File: src/design/fsr_pkg.sv
// ----------------------------------------------------------------------------
// fsr_pkg - framed serial receiver shared definitions
// Sizes, codes and the structs passed between the parser and the top level.
// ----------------------------------------------------------------------------
package fsr_pkg;

    localparam int SLOT_COUNT       = 4;
    localparam int PAYLOAD_CAPACITY = 256;

    localparam int SLOT_W  = (SLOT_COUNT > 1) ? $clog2(SLOT_COUNT) : 1;
    localparam int PIDX_W  = (PAYLOAD_CAPACITY > 1) ? $clog2(PAYLOAD_CAPACITY) : 1;
    localparam int ADDR_W  = SLOT_W + PIDX_W;
    localparam int MEM_DEPTH = SLOT_COUNT << PIDX_W;

    localparam int BYTE_W = 8;
    localparam int CFG_IDX_W = 2;

    // configuration register indexes
    localparam logic [CFG_IDX_W-1:0] CFG_HEAD_BYTE = 2'd0;
    localparam logic [CFG_IDX_W-1:0] CFG_TAIL_BYTE = 2'd1;

    localparam logic [BYTE_W-1:0] HEAD_BYTE_RST = 8'd126;
    localparam logic [BYTE_W-1:0] TAIL_BYTE_RST = 8'd127;

    typedef enum logic [5:0] {
        PH_HEAD    = 6'b000001,
        PH_ID      = 6'b000010,
        PH_LEN     = 6'b000100,
        PH_PAYLOAD = 6'b001000,
        PH_TAIL    = 6'b010000,
        PH_CHECK   = 6'b100000
    } t_phase;

    typedef enum logic [1:0] {
        FUNC_BYTE    = 2'd0,
        FUNC_READ    = 2'd1,
        FUNC_RELEASE = 2'd2
    } t_func;

    typedef enum logic [1:0] {
        ST_OK       = 2'd0,
        ST_TAIL_ERR = 2'd1,
        ST_SUM_ERR  = 2'd2,
        ST_EMPTY    = 2'd3
    } t_status;

    typedef struct packed {
        t_status             status;
        logic [BYTE_W-1:0]   checksum;
        logic                done;
        logic                avail;
        logic [BYTE_W-1:0]   length;
        logic [BYTE_W-1:0]   id;
        logic                rd_en;
    } t_result;

    typedef struct packed {
        logic              we;
        logic              re;
        logic [ADDR_W-1:0] waddr;
        logic [ADDR_W-1:0] raddr;
        logic [BYTE_W-1:0] wdata;
    } t_mem_cmd;

    // BSD checksum step: rotate right by one, then add
    function automatic logic [BYTE_W-1:0] bsd_step(input logic [BYTE_W-1:0] sum,
                                                   input logic [BYTE_W-1:0] b);
        return {sum[0], sum[BYTE_W-1:1]} + b;
    endfunction

    function automatic logic [SLOT_W-1:0] slot_inc(input logic [SLOT_W-1:0] s);
        logic [SLOT_W-1:0] r;
        if (s == SLOT_W'(SLOT_COUNT - 1)) begin
            r = '0;
        end else begin
            r = s + SLOT_W'(1);
        end
        return r;
    endfunction

endpackage

File: src/design/fsr_parser.sv
// ----------------------------------------------------------------------------
// fsr_parser - frame parser and message ring control
// Updates parse state and ring pointers per accepted word and forms the result.
// ----------------------------------------------------------------------------
module fsr_parser (
    input  logic                               i_clk,
    input  logic                               i_rst_n,
    input  logic                               i_cfg_we,
    input  logic [fsr_pkg::CFG_IDX_W-1:0]      i_cfg_index,
    input  logic [fsr_pkg::BYTE_W-1:0]         i_cfg_data,
    input  logic                               i_accept,
    input  logic [1:0]                         i_func,
    input  logic [fsr_pkg::BYTE_W-1:0]         i_byte_in,
    input  logic [fsr_pkg::BYTE_W-1:0]         i_read_index,
    output fsr_pkg::t_result                   o_result,
    output fsr_pkg::t_mem_cmd                  o_mem
);

    logic [fsr_pkg::BYTE_W-1:0] r_head_byte;
    logic [fsr_pkg::BYTE_W-1:0] r_tail_byte;

    fsr_pkg::t_phase             r_phase, n_phase;
    logic [fsr_pkg::BYTE_W-1:0]  r_count, n_count;
    logic [fsr_pkg::BYTE_W-1:0]  r_sum, n_sum;
    logic [fsr_pkg::BYTE_W-1:0]  r_cur_len, n_cur_len;
    logic [fsr_pkg::SLOT_W-1:0]  r_rd_slot, n_rd_slot;
    logic [fsr_pkg::SLOT_W-1:0]  r_wr_slot, n_wr_slot;

    logic [fsr_pkg::BYTE_W-1:0]  r_slot_ids     [fsr_pkg::SLOT_COUNT];
    logic [fsr_pkg::BYTE_W-1:0]  r_slot_lengths [fsr_pkg::SLOT_COUNT];

    logic                        id_we;
    logic                        len_we;
    logic                        avail;
    logic                        n_avail;
    logic [fsr_pkg::BYTE_W:0]    count_inc;

    always_ff @(posedge i_clk) begin
        if (!i_rst_n) begin
            r_head_byte <= fsr_pkg::HEAD_BYTE_RST;
            r_tail_byte <= fsr_pkg::TAIL_BYTE_RST;
        end else if (i_cfg_we) begin
            case (i_cfg_index)
                fsr_pkg::CFG_HEAD_BYTE: r_head_byte <= i_cfg_data;
                fsr_pkg::CFG_TAIL_BYTE: r_tail_byte <= i_cfg_data;
                default: ;
            endcase
        end
    end

    assign avail     = (r_rd_slot != r_wr_slot);
    assign count_inc = {1'b0, r_count} + (fsr_pkg::BYTE_W+1)'(1);

    always_comb begin
        n_phase   = r_phase;
        n_count   = r_count;
        n_sum     = r_sum;
        n_cur_len = r_cur_len;
        n_rd_slot = r_rd_slot;
        n_wr_slot = r_wr_slot;
        id_we     = 1'b0;
        len_we    = 1'b0;

        o_result          = '0;
        o_result.status   = fsr_pkg::ST_OK;

        o_mem       = '0;
        o_mem.waddr = {r_wr_slot, r_count[fsr_pkg::PIDX_W-1:0]};
        o_mem.raddr = {r_rd_slot, i_read_index[fsr_pkg::PIDX_W-1:0]};
        o_mem.wdata = i_byte_in;

        if (i_accept) begin
            case (fsr_pkg::t_func'(i_func))
                fsr_pkg::FUNC_BYTE: begin
                    case (r_phase)
                        fsr_pkg::PH_HEAD: begin
                            if (i_byte_in == r_head_byte) begin
                                n_phase = fsr_pkg::PH_ID;
                            end
                        end
                        fsr_pkg::PH_ID: begin
                            id_we   = 1'b1;
                            n_phase = fsr_pkg::PH_LEN;
                        end
                        fsr_pkg::PH_LEN: begin
                            len_we    = 1'b1;
                            n_cur_len = i_byte_in;
                            n_sum     = '0;
                            n_count   = '0;
                            n_phase   = fsr_pkg::PH_PAYLOAD;
                        end
                        fsr_pkg::PH_PAYLOAD: begin
                            // bytes past capacity only feed the checksum
                            o_mem.we = ({1'b0, r_count} <
                                        (fsr_pkg::BYTE_W+1)'(fsr_pkg::PAYLOAD_CAPACITY));
                            n_sum    = fsr_pkg::bsd_step(r_sum, i_byte_in);
                            n_count  = count_inc[fsr_pkg::BYTE_W-1:0];
                            // a zero length still takes one byte
                            if (count_inc >= {1'b0, r_cur_len}) begin
                                n_phase = fsr_pkg::PH_TAIL;
                            end
                        end
                        fsr_pkg::PH_TAIL: begin
                            if (i_byte_in == r_tail_byte) begin
                                n_phase = fsr_pkg::PH_CHECK;
                            end else begin
                                n_phase         = fsr_pkg::PH_HEAD;
                                o_result.status = fsr_pkg::ST_TAIL_ERR;
                            end
                        end
                        fsr_pkg::PH_CHECK: begin
                            n_phase = fsr_pkg::PH_HEAD;
                            if (i_byte_in == r_sum) begin
                                // no full check: overrunning the reader empties the ring
                                n_wr_slot     = fsr_pkg::slot_inc(r_wr_slot);
                                o_result.done = 1'b1;
                            end else begin
                                o_result.status   = fsr_pkg::ST_SUM_ERR;
                                o_result.checksum = r_sum;
                            end
                        end
                        default: n_phase = fsr_pkg::PH_HEAD;
                    endcase
                end
                fsr_pkg::FUNC_READ: begin
                    if (!avail) begin
                        o_result.status = fsr_pkg::ST_EMPTY;
                    end else if ({1'b0, i_read_index} <
                                 (fsr_pkg::BYTE_W+1)'(fsr_pkg::PAYLOAD_CAPACITY)) begin
                        o_mem.re       = 1'b1;
                        o_result.rd_en = 1'b1;
                    end
                end
                fsr_pkg::FUNC_RELEASE: begin
                    if (!avail) begin
                        o_result.status = fsr_pkg::ST_EMPTY;
                    end else begin
                        n_rd_slot = fsr_pkg::slot_inc(r_rd_slot);
                    end
                end
                default: ;
            endcase
        end

        // head-of-ring view after this word
        n_avail         = (n_rd_slot != n_wr_slot);
        o_result.avail  = n_avail;
        o_result.length = n_avail ? r_slot_lengths[n_rd_slot] : '0;
        o_result.id     = n_avail ? r_slot_ids[n_rd_slot] : '0;
    end

    always_ff @(posedge i_clk) begin
        if (!i_rst_n) begin
            r_phase   <= fsr_pkg::PH_HEAD;
            r_count   <= '0;
            r_sum     <= '0;
            r_cur_len <= '0;
            r_rd_slot <= '0;
            r_wr_slot <= '0;
        end else begin
            r_phase   <= n_phase;
            r_count   <= n_count;
            r_sum     <= n_sum;
            r_cur_len <= n_cur_len;
            r_rd_slot <= n_rd_slot;
            r_wr_slot <= n_wr_slot;
        end
    end

    always_ff @(posedge i_clk) begin
        if (id_we) begin
            r_slot_ids[r_wr_slot] <= i_byte_in;
        end
        if (len_we) begin
            r_slot_lengths[r_wr_slot] <= i_byte_in;
        end
    end

endmodule

File: config.mk
export PLATFORM = sky130hd
export DESIGN_NAME = fsr_parser
export DESIGN_NICKNAME = d
export VERILOG_FILES = /design/src/design/fsr_pkg.sv /design/src/design/fsr_parser.sv
export SDC_FILE = /design/constraint.sdc
export NUM_CORES = 1
export LEC_CHECK = 0
export BUFFER_PORTS_ARGS = -buffer_cell sky130_fd_sc_hd__buf_4
export CORE_MARGIN = 2
export CORE_UTILIZATION = 52
export DETAILED_ROUTE_END_ITERATION = 16
export GPL_TIMING_DRIVEN = 0
export PLACE_DENSITY = 0.8
export REMOVE_ABC_BUFFERS = 1
export SLEW_MARGIN = 20
export SYNTH_ARGS = -nofsm -noshare
export SYNTH_HDL_FRONTEND = slang
export SYNTH_SLANG_ARGS = --single-unit
File: constraint.sdc
create_clock -name i_clk -period 3.03 [get_ports i_clk]
set_input_delay 0.303 -clock i_clk [delete_from_list [all_inputs] [get_ports i_clk]]
set_output_delay 0.303 -clock i_clk [all_outputs]
set_load 0.005 [all_outputs]
==> results.sh <==
export IMPL_wl_met2_mm=6.613
export IMPL_crit_path_start="r_rd_slot[1]"
export IMPL_p_sw_w=0.0008758
export IMPL_hold_depth=3
export IMPL_required_ps=2730
export IMPL_grt_pass1_wl_mm=20.60
export IMPL_violations="setup timing"
export IMPL_crit_arrival_ps=2810
export IMPL_postRouteAntennaNets=0
export IMPL_fp_row_count=38
export IMPL_ys_warnings_count=0
export IMPL_fin_crit_ps=3109
export IMPL_cp_cell_sequence="xnor2_2, nor3b_2, a211oi_4, buf_6, or3_1, a22oi_2, buf_12, a211oi_1, buf_4"
export IMPL_drc_errors=0
export IMPL_status="complete, but fails checks"
export IMPL_reg2reg_depth=10
export IMPL_antenna_found_initial=0
export IMPL_overflow=0
export IMPL_most_common_layout_cells="78 x buf_4, 64 x edfxtp_1, 58 x nand2_1, 46 x dfxtp_1, 41 x nor2_1"
export IMPL_pin_count=91
export IMPL_placed_cell_area_mm2=0.006357
export IMPL_layout_commonest_cell="buf_4"
export IMPL_start_kind="register"
export IMPL_clock_root_buffer="clkbuf_8"
export IMPL_dp_cells=725
export IMPL_syn_avg_cell_area_um2=10.57
export IMPL_drt_initial_drc_count=277
export IMPL_fin_cells=764
export IMPL_final_max_slew_viol_count=0
export IMPL_diodes=0
export IMPL_slew_headroom_pct=30.86
export IMPL_synth_area_mm2=0.005804
export IMPL_finalSetupViolCount=25
export IMPL_powerDensity_mw_per_mm2=569.2
export IMPL_worstHoldStart="i_cfg_data[2]"
export IMPL_grt_use_total_pct=22.87
export IMPL_htreeDepth=4
export IMPL_clkPwrFrac_pct=53.0
export IMPL_portBuffers=74
export IMPL_dieHeight_um=109.7
export IMPL_synth_seq_cells=114
export IMPL_ctsLongestPathBuffers=2
export IMPL_power_internal_w=0.003189
export IMPL_clk_pin_slew_ps=60
export IMPL_async_reset_ff_share_pct=0
export IMPL_drt_wl_total_mm=13.26
export IMPL_wl_met1_mm=5.562
export IMPL_timing_final_ws_setup_ps=-78.58
export IMPL_drive_gt1_share_pct=24.84
export IMPL_max_freq_ghz=0.3217
export IMPL_synth_cells=549
export IMPL_hpwl_mm=8.595
export IMPL_r2r_start="r_count[2]"
export IMPL_path_max_fanout=17
export IMPL_crit_slowest_cell="dfxtp_1"
export IMPL_via_per_inst=5.770
export IMPL_hp_class="input pin to register"
export IMPL_ir_drop_mv=0.3765
export IMPL_dr_total_vias=4408
export IMPL_core_mm2=0.01089
export IMPL_worst_slew_pin_slew_ps=1028
export IMPL_hold_viol=0
export IMPL_switching_share_pct=21.54
export IMPL_tns_ps=-1059
export IMPL_dieWidth_um=109.7
export IMPL_fin_skew_ps=8.229
export IMPL_cts_tree="yes"
export IMPL_numClockSinks=114
export IMPL_slowest_delay_ps=460
export IMPL_grt_max_degree=32
export IMPL_initial_utilization_pct=53.31
export IMPL_clock_latency_ps=510
export IMPL_wl_per_cell_um=17.36
export IMPL_comb_power_share_pct=6.3
export IMPL_seqPwrFrac_pct=40.6
export IMPL_die_area_mm2=0.01202
export IMPL_routed_wl_met3_um=852
export IMPL_ys_flop_type="edfxtp_1"
export IMPL_areaGrowthSynthToFinish_pct=23.04
export IMPL_maxCapViolCount=0
export IMPL_leakage_nw=2.813
export IMPL_ys_seq_area_share_pct=50.36
export IMPL_nets=670
export IMPL_rsz0062_at_grt="yes"
export IMPL_fin_util_pct=65.59
export IMPL_postLayoutCellArea_mm2=0.007142
export IMPL_first_global_vias=4234
export IMPL_yosys_cell_types_count=55
export IMPL_holdWs_ps=14.92
export IMPL_highest_layer="met4"
export IMPL_gp_congestion=0.9067
export IMPL_critical_path_class="register to output pin"
export IMPL_finalCritPeriodShare_pct=102.6
export IMPL_endpoint_kind="output pin"
export IMPL_first_pass_iters=5
export IMPL_synth_edff_count=64
export IMPL_cts_buffers=17
==> cells in the mapped netlist (all sizes together) (16+ instances only) <==
master | number | share of area [%]
mux2 | 16 | 3.1
a211oi | 18 | 2.4
buf | 24 | 3.1
ha | 25 | 5.4
nand2 | 59 | 3.9
xor2 | 24 | 3.6
a21oi | 25 | 2.2
edfxtp | 64 | 33
mux2i | 19 | 3.3
and2 | 20 | 2.2
nor2 | 43 | 2.8
dfxtp | 50 | 17
nand3 | 21 | 1.8
clkbuf | 18 | 1.2
==> critical path, delay by kind of cell, from the launching register on <==
kind,cells,cell delay [ps]
DFF,1,460
AOI/OAI and AO/OA,3,380
xor gates and xnor gates,1,190
buffers and inverters,3,510
and+or+nand+nor,2,740
==> through the flow <==
stage               power, W  setup WS (ps)
floorplan           0.001800         -764.1
global placement    0.001912          -2274
detailed placement  0.001925         -519.5
CTS                 0.004073         -162.9
global route        0.004173         -209.6
finish              0.004065         -78.58
==> sequential cells by signal (all words and copies together) (netlist names) <==
register and count:
r_slot_ids 32, r_slot_lengths 32, r_count 8, r_cur_len 8
r_head_byte 8, r_sum 8, r_tail_byte 8, r_phase 6
r_rd_slot 2, r_wr_slot 2
==> power by group through the flow <==
stage	registers, W	logic (W)	clock network [W]
after detailed placement	0.00168	0.000242	0
after CTS	0.00165	0.000255	0.00217
after global placement	0.00168	0.000230	0
after floorplan	0.00168	0.000118	0
final	0.00165	0.000258	0.00216
after global routing	0.00165	0.000281	0.00224
==> cells by family after synthesis <==
| group | share of synthesized area, % |
|---|---|
| adders and majority gates | 5.734 |
| AOI/OAI and AO/OA | 10.00 |
| muxes | 6.381 |
| DFF | 50.36 |
| buffers and inverters | 5.238 |
| xor gates and xnor gates | 5.734 |
| and+or+nand+nor | 16.56 |
==> layout make-up <==
| cell class | count | area [µm²] |
|---|---|---|
| clock buffers | 17 | 414.1 |
| repair buffers | 86 | 684.4 |
| flip-flops and latches | 114 | 2928 |
| multi-input cells | 378 | 2656 |
| inverters | 15 | 56.30 |
| well taps | 140 | 175.2 |
| fillers | 836 | 3746 |
| clock inverters | 14 | 227.7 |
==> routing by layer <==
metal  global-route usage, %  up-vias
met4                   8.861        0
met5                       0        -
met1                   27.93     2139
met2                   39.24      168
met3                   5.276       20
li1                        -     2081
==> timing repair <==
item	4_1_cts	5_1_grt
endpoints found under the hold margin	4	0
setup buffers	2	3
hold buffers	3	0
pin swaps	2	2
resized for setup	7	5
endpoints found under the setup margin	17	25
==> worst paths after layout <==
path                    endpoint  slack (ps)
setup / recovery    o_result[16]         -80
hold / removal    r_tail_byte[2]          10
setup reg to reg      r_phase[5]         230
hold reg to reg     r_cur_len[7]         460
(Power assumes the default switching activity.)
